[src/rtl/kwt_pkg.sv]
package kwt_pkg;

  typedef enum logic [4:0] {
    KIND_NONE   = 5'd0,
    KIND_NUMBER = 5'd1,
    KIND_NAME   = 5'd2,
    KIND_PLUS   = 5'd3,
    KIND_MINUS  = 5'd4,
    KIND_STAR   = 5'd5,
    KIND_SLASH  = 5'd6,
    KIND_LPAREN = 5'd7,
    KIND_RPAREN = 5'd8,
    KIND_SEMI   = 5'd9,
    KIND_COMMA  = 5'd10,
    KIND_IF     = 5'd11,
    KIND_DUMP   = 5'd12,
    KIND_DEL    = 5'd13,
    KIND_ELSE   = 5'd14,
    KIND_SET    = 5'd15,
    KIND_END    = 5'd16,
    KIND_FUNC   = 5'd17,
    KIND_RETURN = 5'd18
  } kind_e;

  typedef struct packed {
    logic [7:0] ch;
    logic       last_char;
  } in_item_t;

  typedef struct packed {
    logic [4:0]  token_kind;
    logic [15:0] start_line;
    logic [15:0] start_col;
    logic [19:0] start_offset;
    logic [6:0]  token_length;
    logic        too_long;
    logic [47:0] mantissa;
    logic [6:0]  frac_digits;
    logic        final_token;
  } token_t;

  localparam logic [7:0] CH_SPACE   = 8'h20;
  localparam logic [7:0] CH_NEWLINE = 8'h0A;
  localparam logic [7:0] CH_DOT     = 8'h2E;
  localparam logic [7:0] CH_ZERO    = 8'h30;
  localparam logic [7:0] CH_NINE    = 8'h39;

  // Token text holds the first PREFIX_BYTES bytes, first byte highest.
  localparam int unsigned PREFIX_BYTES = 6;
  localparam int unsigned PREFIX_W     = 8 * PREFIX_BYTES;

  localparam int unsigned NUM_KEYWORDS = 8;
  localparam logic [PREFIX_W-1:0] KW_TEXT [NUM_KEYWORDS] = '{
    48'h0000_0000_6966, 48'h0000_6475_6D70, 48'h0000_0064_656C, 48'h0000_656C_7365,
    48'h0000_0073_6574, 48'h0000_0065_6E64, 48'h0000_6675_6E63, 48'h7265_7475_726E
  };
  localparam logic [2:0] KW_LEN [NUM_KEYWORDS] = '{
    3'd2, 3'd4, 3'd3, 3'd4, 3'd3, 3'd3, 3'd4, 3'd6
  };
  localparam kind_e KW_KIND [NUM_KEYWORDS] = '{
    KIND_IF, KIND_DUMP, KIND_DEL, KIND_ELSE, KIND_SET, KIND_END, KIND_FUNC, KIND_RETURN
  };

  // Result queue: two slots must be free before a request is taken.
  localparam int unsigned QUEUE_DEPTH = 4;
  localparam int unsigned QUEUE_PTR_W = 2;

  function automatic kind_e delim_kind(input logic [7:0] c);
    kind_e k;
    k = KIND_NONE;
    case (c)
      8'h2B:   k = KIND_PLUS;
      8'h2D:   k = KIND_MINUS;
      8'h2A:   k = KIND_STAR;
      8'h2F:   k = KIND_SLASH;
      8'h28:   k = KIND_LPAREN;
      8'h29:   k = KIND_RPAREN;
      8'h3B:   k = KIND_SEMI;
      8'h2C:   k = KIND_COMMA;
      default: k = KIND_NONE;
    endcase
    return k;
  endfunction

  function automatic logic [15:0] sat_inc16(input logic [15:0] v);
    return (v == 16'hFFFF) ? v : v + 16'd1;
  endfunction

endpackage

[src/rtl/kwt_classify.sv]
module kwt_classify #(
  parameter int unsigned LEN_W = 7
) (
  input  logic [LEN_W-1:0]             tok_len_i,
  input  logic [kwt_pkg::PREFIX_W-1:0] tok_prefix_i,
  input  logic                         numeric_i,
  output kwt_pkg::kind_e               kind_o,
  output logic                         is_num_o
);
  import kwt_pkg::*;

  kind_e kw_kind;
  logic  kw_hit;
  kind_e dk;

  always_comb begin
    kw_kind = KIND_NAME;
    kw_hit  = 1'b0;
    for (int i = 0; i < NUM_KEYWORDS; i++) begin
      if (tok_len_i == LEN_W'(KW_LEN[i]) && tok_prefix_i == KW_TEXT[i]) begin
        kw_kind = KW_KIND[i];
        kw_hit  = 1'b1;
      end
    end
  end

  assign dk = delim_kind(tok_prefix_i[7:0]);

  always_comb begin
    kind_o   = KIND_NAME;
    is_num_o = 1'b0;
    if (tok_len_i == LEN_W'(1) && dk != KIND_NONE) begin
      kind_o = dk;
    end else if (kw_hit) begin
      kind_o = kw_kind;
    end else if (numeric_i && tok_len_i != '0) begin
      kind_o   = KIND_NUMBER;
      is_num_o = 1'b1;
    end
  end

endmodule

[src/rtl/kwt_queue.sv]
module kwt_queue (
  input  logic            clk_i,
  input  logic            rst_ni,
  input  logic [1:0]      push_cnt_i,
  input  kwt_pkg::token_t push0_i,
  input  kwt_pkg::token_t push1_i,
  output logic            room2_o,
  output logic            out_valid_o,
  input  logic            out_ready_i,
  output kwt_pkg::token_t out_data_o
);
  import kwt_pkg::*;

  token_t                 mem_q [QUEUE_DEPTH];
  logic [QUEUE_PTR_W-1:0] wr_ptr_q, wr_ptr_d, rd_ptr_q, rd_ptr_d;
  logic [QUEUE_PTR_W:0]   cnt_q, cnt_d;
  logic                   pop;

  assign out_valid_o = (cnt_q != '0);
  assign out_data_o  = mem_q[rd_ptr_q];
  assign pop         = out_valid_o && out_ready_i;
  assign room2_o     = (cnt_q <= (QUEUE_PTR_W+1)'(QUEUE_DEPTH - 2));

  assign wr_ptr_d = wr_ptr_q + QUEUE_PTR_W'(push_cnt_i);
  assign rd_ptr_d = rd_ptr_q + QUEUE_PTR_W'(pop);
  assign cnt_d    = cnt_q + (QUEUE_PTR_W+1)'(push_cnt_i) - (QUEUE_PTR_W+1)'(pop);

  always_ff @(posedge clk_i or negedge rst_ni) begin
    if (!rst_ni) begin
      wr_ptr_q <= '0;
      rd_ptr_q <= '0;
      cnt_q    <= '0;
    end else begin
      wr_ptr_q <= wr_ptr_d;
      rd_ptr_q <= rd_ptr_d;
      cnt_q    <= cnt_d;
    end
  end

  always_ff @(posedge clk_i) begin
    if (push_cnt_i != 2'd0) begin
      mem_q[wr_ptr_q] <= push0_i;
    end
    if (push_cnt_i == 2'd2) begin
      mem_q[wr_ptr_q + QUEUE_PTR_W'(1)] <= push1_i;
    end
  end

endmodule

[src/rtl/keyword_tokenizer.sv]
// Channel  | Handshake                 | Payload
// ---------+---------------------------+------------------------------------------
// in       | in_valid_i / in_ready_o   | in_data_i  (kwt_pkg::in_item_t: ch, last_char)
// out      | out_valid_o / out_ready_i | out_data_o (kwt_pkg::token_t, one token each)
//
// One request per cycle while in_ready_o is high: the token state is updated in the
// cycle a byte is taken and its zero, one or two tokens are written into a four-entry
// result queue. in_ready_o is high while the queue has two free slots, so a stalled
// output stops input only once three or more tokens are waiting; tokens leave one per
// cycle while out_ready_i is high. Reset clears the position counters, token state and
// queue; the byte marked last_char returns the token state to its reset values.
module keyword_tokenizer #(
  parameter int unsigned MAX_TOKEN_LEN = 119,
  parameter int unsigned OFFSET_BITS   = 20,
  parameter int unsigned MANTISSA_BITS = 48
) (
  input  logic              clk_i,
  input  logic              rst_ni,
  input  logic              in_valid_i,
  output logic              in_ready_o,
  input  kwt_pkg::in_item_t in_data_i,
  output logic              out_valid_o,
  input  logic              out_ready_i,
  output kwt_pkg::token_t   out_data_o
);
  import kwt_pkg::*;

  localparam int unsigned LEN_W  = $clog2(MAX_TOKEN_LEN + 1);
  localparam int unsigned OFF_W  = OFFSET_BITS;
  localparam int unsigned MANT_W = MANTISSA_BITS;
  localparam logic [LEN_W-1:0] LEN_MAX = LEN_W'(MAX_TOKEN_LEN);

  // Token and position state
  logic                in_token_q;
  logic [15:0]         cur_line_q, cur_line_d, cur_col_q, cur_col_d;
  logic [OFF_W-1:0]    cur_off_q, cur_off_d;
  logic [15:0]         tok_line_q, tok_line_d, tok_col_q, tok_col_d;
  logic [OFF_W-1:0]    tok_off_q, tok_off_d;
  logic [LEN_W-1:0]    tok_len_q, tok_len_d;
  logic [PREFIX_W-1:0] tok_prefix_q, tok_prefix_d;
  logic                numeric_q, numeric_d, dot_q, dot_d, ovf_q, ovf_d;
  logic [MANT_W-1:0]   digit_val_q, digit_val_d;
  logic [LEN_W-1:0]    frac_q, frac_d;

  logic       accept, last, is_ws, is_delim, is_digit, is_dot, start, sel_new;
  logic [7:0] ch;
  kind_e      ch_kind;

  logic [MANT_W+3:0] mul10;
  logic [LEN_W-1:0]  base_len, base_frac;
  logic [MANT_W-1:0] base_val;

  logic [LEN_W-1:0]    cls_len, cls_frac;
  logic [PREFIX_W-1:0] cls_prefix;
  logic                cls_numeric, cls_ovf, cls_is_num;
  logic [MANT_W-1:0]   cls_val;
  logic [15:0]         cls_line, cls_col;
  logic [OFF_W-1:0]    cls_off;
  kind_e               cls_kind;

  logic [63:0] len_ext, frac_ext, mant_ext, off_ext, cur_off_ext, nxt_off_ext;
  token_t      tok_res, none_res, delim_res, push0, push1;
  logic [1:0]  push_n, push_cnt;
  logic        room2;

  assign ch       = in_data_i.ch;
  assign last     = in_data_i.last_char;
  assign accept   = in_valid_i && in_ready_o;
  assign ch_kind  = delim_kind(ch);
  assign is_ws    = (ch == CH_SPACE) || (ch == CH_NEWLINE);
  assign is_delim = (ch_kind != KIND_NONE);
  assign is_digit = (ch >= CH_ZERO) && (ch <= CH_NINE);
  assign is_dot   = (ch == CH_DOT);
  assign start    = !in_token_q;
  // The byte joins a token (new or open) unless it is whitespace or ends an open token.
  assign sel_new  = !is_ws && !(in_token_q && is_delim);

  // Token state after this byte is added
  always_comb begin
    base_len     = start ? '0 : tok_len_q;
    base_frac    = start ? '0 : frac_q;
    base_val     = start ? '0 : digit_val_q;
    tok_line_d   = start ? cur_line_q : tok_line_q;
    tok_col_d    = start ? cur_col_q : tok_col_q;
    tok_off_d    = start ? cur_off_q : tok_off_q;
    tok_prefix_d = start ? '0 : tok_prefix_q;
    numeric_d    = start ? 1'b1 : numeric_q;
    dot_d        = start ? 1'b0 : dot_q;
    ovf_d        = start ? 1'b0 : ovf_q;

    if (base_len < LEN_W'(PREFIX_BYTES)) begin
      tok_prefix_d = {tok_prefix_d[PREFIX_W-9:0], ch};
    end
    if (base_len < LEN_MAX) begin
      tok_len_d = base_len + LEN_W'(1);
    end else begin
      tok_len_d = base_len;
      ovf_d     = 1'b1;
    end

    mul10 = ({4'b0, base_val} << 3) + ({4'b0, base_val} << 1)
          + (MANT_W+4)'(ch[3:0]);
    digit_val_d = base_val;
    frac_d      = base_frac;
    if (is_digit) begin
      // Saturate once the scaled value no longer fits
      digit_val_d = (mul10[MANT_W+3:MANT_W] != 4'd0) ? '1 : mul10[MANT_W-1:0];
      if (dot_d && base_frac < LEN_MAX) begin
        frac_d = base_frac + LEN_W'(1);
      end
    end else if (is_dot) begin
      if (dot_d) begin
        numeric_d = 1'b0;
      end
      dot_d = 1'b1;
    end else begin
      numeric_d = 1'b0;
    end
  end

  // Position after this byte
  always_comb begin
    cur_off_d = cur_off_q + OFF_W'(1);
    if (ch == CH_NEWLINE) begin
      cur_line_d = sat_inc16(cur_line_q);
      cur_col_d  = 16'd1;
    end else begin
      cur_line_d = cur_line_q;
      cur_col_d  = sat_inc16(cur_col_q);
    end
  end

  // Token to report: the open one, or the one just extended by this byte
  always_comb begin
    cls_len     = sel_new ? tok_len_d : tok_len_q;
    cls_prefix  = sel_new ? tok_prefix_d : tok_prefix_q;
    cls_numeric = sel_new ? numeric_d : numeric_q;
    cls_ovf     = sel_new ? ovf_d : ovf_q;
    cls_val     = sel_new ? digit_val_d : digit_val_q;
    cls_frac    = sel_new ? frac_d : frac_q;
    cls_line    = sel_new ? tok_line_d : tok_line_q;
    cls_col     = sel_new ? tok_col_d : tok_col_q;
    cls_off     = sel_new ? tok_off_d : tok_off_q;
  end

  kwt_classify #(
    .LEN_W(LEN_W)
  ) u_classify (
    .tok_len_i   (cls_len),
    .tok_prefix_i(cls_prefix),
    .numeric_i   (cls_numeric),
    .kind_o      (cls_kind),
    .is_num_o    (cls_is_num)
  );

  assign len_ext     = 64'(cls_len);
  assign frac_ext    = 64'(cls_frac);
  assign mant_ext    = 64'(cls_val);
  assign off_ext     = 64'(cls_off);
  assign cur_off_ext = 64'(cur_off_q);
  assign nxt_off_ext = 64'(cur_off_d);

  always_comb begin
    tok_res.token_kind   = cls_kind;
    tok_res.start_line   = cls_line;
    tok_res.start_col    = cls_col;
    tok_res.start_offset = off_ext[19:0];
    tok_res.token_length = len_ext[6:0];
    tok_res.too_long     = cls_ovf;
    tok_res.mantissa     = cls_is_num ? mant_ext[47:0] : 48'd0;
    tok_res.frac_digits  = cls_is_num ? frac_ext[6:0] : 7'd0;
    tok_res.final_token  = sel_new;

    none_res.token_kind   = KIND_NONE;
    none_res.start_line   = cur_line_d;
    none_res.start_col    = cur_col_d;
    none_res.start_offset = nxt_off_ext[19:0];
    none_res.token_length = 7'd0;
    none_res.too_long     = 1'b0;
    none_res.mantissa     = 48'd0;
    none_res.frac_digits  = 7'd0;
    none_res.final_token  = 1'b1;

    delim_res.token_kind   = ch_kind;
    delim_res.start_line   = cur_line_q;
    delim_res.start_col    = cur_col_q;
    delim_res.start_offset = cur_off_ext[19:0];
    delim_res.token_length = 7'd1;
    delim_res.too_long     = 1'b0;
    delim_res.mantissa     = 48'd0;
    delim_res.frac_digits  = 7'd0;
    delim_res.final_token  = last;
  end

  // Pack results into queue slots in order
  always_comb begin
    push0  = tok_res;
    push1  = none_res;
    push_n = 2'd0;
    if (is_ws) begin
      if (in_token_q) begin
        push_n = last ? 2'd2 : 2'd1;
      end else begin
        push0  = none_res;
        push_n = last ? 2'd1 : 2'd0;
      end
    end else if (in_token_q && is_delim) begin
      push1  = delim_res;
      push_n = 2'd2;
    end else begin
      push_n = last ? 2'd1 : 2'd0;
    end
  end

  assign push_cnt   = accept ? push_n : 2'd0;
  assign in_ready_o = room2;

  kwt_queue u_queue (
    .clk_i      (clk_i),
    .rst_ni     (rst_ni),
    .push_cnt_i (push_cnt),
    .push0_i    (push0),
    .push1_i    (push1),
    .room2_o    (room2),
    .out_valid_o(out_valid_o),
    .out_ready_i(out_ready_i),
    .out_data_o (out_data_o)
  );

  always_ff @(posedge clk_i or negedge rst_ni) begin
    if (!rst_ni) begin
      in_token_q   <= 1'b0;
      cur_line_q   <= 16'd1;
      cur_col_q    <= 16'd1;
      cur_off_q    <= '0;
      tok_line_q   <= 16'd1;
      tok_col_q    <= 16'd1;
      tok_off_q    <= '0;
      tok_len_q    <= '0;
      tok_prefix_q <= '0;
      numeric_q    <= 1'b1;
      dot_q        <= 1'b0;
      ovf_q        <= 1'b0;
      digit_val_q  <= '0;
      frac_q       <= '0;
    end else if (accept) begin
      if (last) begin
        // End of text: start over
        in_token_q   <= 1'b0;
        cur_line_q   <= 16'd1;
        cur_col_q    <= 16'd1;
        cur_off_q    <= '0;
        tok_line_q   <= 16'd1;
        tok_col_q    <= 16'd1;
        tok_off_q    <= '0;
        tok_len_q    <= '0;
        tok_prefix_q <= '0;
        numeric_q    <= 1'b1;
        dot_q        <= 1'b0;
        ovf_q        <= 1'b0;
        digit_val_q  <= '0;
        frac_q       <= '0;
      end else begin
        cur_line_q <= cur_line_d;
        cur_col_q  <= cur_col_d;
        cur_off_q  <= cur_off_d;
        in_token_q <= sel_new;
        if (sel_new) begin
          tok_line_q   <= tok_line_d;
          tok_col_q    <= tok_col_d;
          tok_off_q    <= tok_off_d;
          tok_len_q    <= tok_len_d;
          tok_prefix_q <= tok_prefix_d;
          numeric_q    <= numeric_d;
          dot_q        <= dot_d;
          ovf_q        <= ovf_d;
          digit_val_q  <= digit_val_d;
          frac_q       <= frac_d;
        end
      end
    end
  end

endmodule

[config.mk]
export PLATFORM = sky130hd
export DESIGN_NAME = keyword_tokenizer
export DESIGN_NICKNAME = d
export VERILOG_FILES = /design/src/rtl/kwt_pkg.sv /design/src/rtl/kwt_classify.sv /design/src/rtl/kwt_queue.sv /design/src/rtl/keyword_tokenizer.sv
export SDC_FILE = /design/constraint.sdc
export NUM_CORES = 2
export LEC_CHECK = 0
export BUFFER_PORTS_ARGS = -buffer_cell sky130_fd_sc_hd__buf_4
export CORE_MARGIN = 2
export CORE_UTILIZATION = 60
export DETAILED_ROUTE_END_ITERATION = 8
export GPL_TIMING_DRIVEN = 0
export PLACE_DENSITY = 0.84
export SYNTH_ARGS = -nofsm -noshare
export SYNTH_HDL_FRONTEND = slang
export SYNTH_SLANG_ARGS = --single-unit
[constraint.sdc]
create_clock -name clk_i -period 8.4 [get_ports clk_i]
set_clock_uncertainty 0.2 [all_clocks]
set_input_delay 2.52 -clock clk_i [delete_from_list [all_inputs] [get_ports clk_i]]
set_output_delay 2.52 -clock clk_i [all_outputs]
set_load 0.02 [all_outputs]
[Word level (Yosys, flattened, before mapping)]
Memories as Yosys holds them, arrays and structs flattened.
Cells that the tools add are included.
Cells by class
  equal/unequal tests: 35
  add/subtract/negate cells: 12
  order comparisons: 6
  multiplexer cells: 90
  reductions and logical operators: 27
Operator list (number)
  121-bit 2-to-1 mux: 4
  48-bit 2-to-1 mux: 10
  16-bit 2-to-1 mux: 12
  48-bit by 23-bit equality test with 1-bit output, second input constant: 3
  48-bit by 31-bit equality test with 1-bit output, second input constant: 3
  8-bit by 6-bit equality test with 1-bit output, second input constant: 18
  20-bit 2-to-1 mux: 4
  7-bit 2-to-1 mux: 10
  4-bit case mux with 8 select lines: 2
  51-bit by 49-bit adder with 52-bit output: 1
  52-bit by 4-bit adder with 52-bit output: 1
  48-bit by 15-bit equality test with 1-bit output, second input constant: 1
  48-bit by 47-bit equality test with 1-bit output, second input constant: 1
  16-bit by 1-bit adder with 16-bit output, second input constant: 2
  16-bit equality test, second input constant: 2
  1-bit 2-to-1 mux: 32
  5-bit 2-to-1 mux: 5
  20-bit by 1-bit adder with 20-bit output, second input constant: 1
  4-bit 2-to-1 mux: 5
  1-bit logical AND: 16
  7-bit by 1-bit adder with 7-bit output, second input constant: 2
  7-bit by 2-bit equality test with 1-bit output, second input constant: 2
  7-bit by 3-bit equality test with 1-bit output, second input constant: 2
  7-bit less-than comparator, second input constant: 2
  other kinds (21): 29
Word-level totals
  register bits: 225
  bits in writable memories: 484
  input bits: 13
  memories kept: 1
  word-level logic and storage cells: 188
Memories
  u_queue.mem_q: depth 4, width 121, rd ports 1, clocked after Yosys merged registers in 0, write ports 2, RTL line kwt_queue.sv:14  | token_t mem_q [QUEUE_DEPTH];

[Longest topological paths before layout]
  word-level depth: 22
  mapped depth: 24

[Modules after synthesis]
A second synthesis with hierarchy kept.
Unflattened totals
  cells, all modules: 3505
  area total of the unflattened synthesis: 41870.2 um^2
By module, submodules not included
  kwt_queue: cells an instance 1210, area each 23805.3 um^2, sequential area each 14709.1 um^2, instances 1
  keyword_tokenizer: cells an instance 2188, area each 17276.6 um^2, sequential area each 5461.5 um^2, instances 1
  kwt_classify: cells an instance 107, area each 788.3 um^2, sequential area each 0.0 um^2, instances 1

[Least setup slack after synthesis]
OpenSTA, ideal clock, no wires.
  kind: in2reg
  from: in in_data_i[5] in the netlist's numbering
  to: mem u_queue.mem_q[2][0] in the netlist's numbering, enable pin
  library setup time: 0.412 ns
  slack: 1.793 ns
  data arrival time: 5.995 ns
  stages: 12
  required time: 7.788 ns
  cells stage by stage: clkbuf_1 nor3_2 o211a_2 clkbuf_1 nand2_1 a21oi_1 nor2_1 nor2_1 nor2_1 clkbuf_1 clkbuf_1 inv_1
RTL lines
  start, declared: RTL line keyword_tokenizer.sv:21  | input kwt_pkg::in_item_t in_data_i,
  end, declared: RTL line kwt_queue.sv:14

==> results.toml <==
[synthesis]
syn_nets = 4184
syn_area_per_cell_sq_um = 9.550
yosysSeqAreaShare = 0.4550
synth-main-ff-cell = "dfxtp_1"
ys_warn_count = 0
synthesis.area_sq_mm = 0.03879
async_flop_share = 0.3173
synth.distinct_cells = 97
ys_ff_latch = 709
synth_edf_count = 232
synthCells = 4062

[worst_setup_path]
r2r-end = "u_queue.mem_q[0][37]"
crit_path_start_kind = "flop"
reg2regPathDepth = 21
rr_startpoint = "in_token_q"
worstSetupPathType = "flop to flop"
critPathLaunch = "in_token_q"
cp_max_fo = 19
r2r_slack_ps = 450
crit_end = "u_queue.mem_q[0][37]"
cp.arrival_ps = 8300
end_kind = "flop"
required_ps = 8750

[clocking]
hold_buffers = 0
cts_inserted_buffers = 74
cts_tree = "yes"
cts.sinks = 709
post_cts_buffers = 0
cts-htree-levels = 3
cts.clk_slew.worst_paths_ps = 60
post_cts_resized = 7
cts_buffer_depth = 3
worst_skew_pair.late_latency_ps = 660
cts_root_buffer = "clkbuf_16"

[floorplan]
die_h_um = 258.3
fp.coreArea_sq_mm = 0.06423
ios = 136
row_count = 93
die_area_sq_mm = 0.06670
die_x_um = 258.3
start_util = 0.6039

[pwr]
p_per_area_mw_per_mm2 = 247.1
peakVddDrop_v = 0.0002030
power_mw = 10.74
power_leakage_nw = 16.65

[outcome]
outcome = "complete, but fails checks"
violations = "DRC"

[global_routing]
grt_pass1_wl_mm = 203.4
grt_max_degree = 111
grt_pass1_vias = 35008
antenna_found_initial = 3
grt_use_total = 0.3947
grt_overflow_total = 0

[cells_and_area]
final_common_cell = "nand2_1"
drive_gt1_frac = 0.1078
fin_util = 0.6763
layout_common_cells = "nand2_1, o21ai_0, clkbuf_1"
final_area_sq_mm = 0.04344
syn2layout_area_growth_pct = 11.98
fin_nets = 4394
final_cells = 5189

[placed_design]
dp_hpwl_mm = 92.11
dp.cells = 5053
port_buffers = 134
dpl_cell_area_sq_mm = 0.04094
gp_congestion = 1.024

[routing]
routed-wl-met3_mm = 17.76
firstDrtPassIters = 9
post-route-drc-count = 6
finalWirelength_mm = 134.0
drt_iter0_drc = 5103
ant_nets = 0
vias = 36268
drt-met1-wl_mm = 49.17
wl_per_cell_um = 25.82
wl_met2_mm = 58.72
dr.max_layer_used = "met5"
via_per_inst = 6.989

[worst_hold_path]
holdPathStages = 2
hp-class = "flop to flop"

[sta]
fin_crit_ps = 7952
maxSlewViolCount = 0
maxSlewHeadroom = 0.06315
max_freq_mhz = 125.8
tns_ps = 0
worst_pin_slew_ps = 1405
hold_viol = 0
min_period_over_period = 0.9466
rsz0062_at_grt = "false"
setup_violations = 0

[run]
cap_violations = 0
-- power by group --
part           leakage [nW]  internal (mW)  switching (mW)
combinational          7.98           1.01            2.33
clock                  1.22           1.96            1.45
sequential             7.45           3.79           0.202
total                  16.7           6.75            3.98
-- sequential cells by signal, summed over array words and instances (netlist names) --
register          count
tok_col_q            16
cur_col_q            16
digit_val_q          48
tok_line_q           16
u_queue.rd_ptr_q      2
tok_off_q            20
dot_q                 1
frac_q                7
u_queue.mem_q       484
numeric_q             1
u_queue.wr_ptr_q      2
in_token_q            1
tok_prefix_q         48
cur_line_q           16
u_queue.cnt_q         3
cur_off_q            20
tok_len_q             7
ovf_q                 1
-- worst min-delay path by stage --
stage                              start              endpoint  slack, ps
finish              u_queue.mem_q[3][21]  u_queue.mem_q[3][21]        250
global route        u_queue.mem_q[3][21]  u_queue.mem_q[3][21]        260
CTS                 u_queue.mem_q[3][21]  u_queue.mem_q[3][21]        240
detailed placement  u_queue.mem_q[3][21]  u_queue.mem_q[3][21]        240
global placement    u_queue.mem_q[1][47]  u_queue.mem_q[1][47]        230
floorplan           u_queue.mem_q[0][45]  u_queue.mem_q[0][45]        220
-- critical path: stages, from the launching register on --
cell and delay (ps):
dfrtp_1 620, clkbuf_2 400, clkbuf_2 480, clkbuf_2 410
clkbuf_4 430, buf_2 430, clkbuf_1 350, and2_1 230
ha_1 240, ha_1 380, and3_1 230, nand2_1 70
a21o_1 190, a21oi_1 440, o211ai_1 240, o21ai_0 510
o21ai_0 170, o21ai_1 420, clkbuf_2 380, clkbuf_1 390
o21ai_0 330, o31ai_1 300
-- synth_stat cells (13+ instances only) --
library cell,count,share of area
a211oi_1,16,0.0031
a21o_1,72,0.014
a21oi_1,233,0.030
a22o_1,71,0.016
a22oi_1,65,0.013
a31oi_1,20,0.0032
and2_1,69,0.011
and3_1,27,0.0044
and4_1,15,0.0034
buf_1,42,0.0041
buf_2,17,0.0022
clkbuf_1,263,0.025
dfrtp_1,220,0.14
dfxtp_1,252,0.13
edfxtp_1,232,0.18
ha_1,106,0.034
inv_1,38,0.0037
mux2i_1,38,0.0098
mux4_2,121,0.070
nand2_1,648,0.063
nand2b_1,16,0.0026
nand3_1,85,0.011
nand4_1,24,0.0039
nor2_1,161,0.016
nor2b_1,14,0.0023
nor3_1,63,0.0081
nor4_1,25,0.0040
o211ai_1,13,0.0025
o21ai_0,417,0.054
o21ai_1,96,0.012
o22ai_1,164,0.026
o31ai_1,67,0.013
or3_1,31,0.0050
xnor2_1,62,0.014
xor2_1,34,0.0077
-- final cells by class --
type	instances	area, sq um
Clock buffer	108	2153
Antenna cell	1	2.502
Inverter	39	156.4
Clock inverter	29	329.1
Sequential cell	709	17650
Multi-Input combinational cell	2975	19610
Fill cell	4897	20790
Timing Repair Buffer	136	1069
Buffer	337	1398
Tap cell	855	1070
-- stage by stage --
stage / worst slack (ps) / hold WS [ps]
3_3_place_gp: -1861 / 229.3
6_report: 448.5 / 245.0
2_1_floorplan: 1793 / 215.1
3_5_place_dp: -1789 / 236.1
5_1_grt: 242.4 / 258.3
4_1_cts: 111.0 / 244.2
-- layer usage --
| metal | global-route usage | up-vias |
|---|---|---|
| met2 | 0.5949 | 2726 |
| met5 | 0.003561 | - |
| met1 | 0.5150 | 17319 |
| li1 | - | 15587 |
| met4 | 0.2208 | 4 |
| met3 | 0.1124 | 632 |
-- logic make-up (layout without fill, tap and decap cells) --
| logic type | after synthesis | in the layout | synth area share |
|---|---|---|---|
| AO/OA/AOI/OAI | 1361 | 1361 | 0.2163 |
| XOR/XNOR | 96 | 96 | 0.02168 |
| adder cells (fa/ha/maj) | 109 | 109 | 0.03574 |
| buffers and inverters | 378 | 649 | 0.03971 |
| flip-flops | 709 | 709 | 0.4550 |
| multiplexers | 165 | 165 | 0.08180 |
| other | 0 | 1 | 0 |
| AND/OR/NAND/NOR | 1244 | 1244 | 0.1499 |
Power figures use the tool's default switching activity.
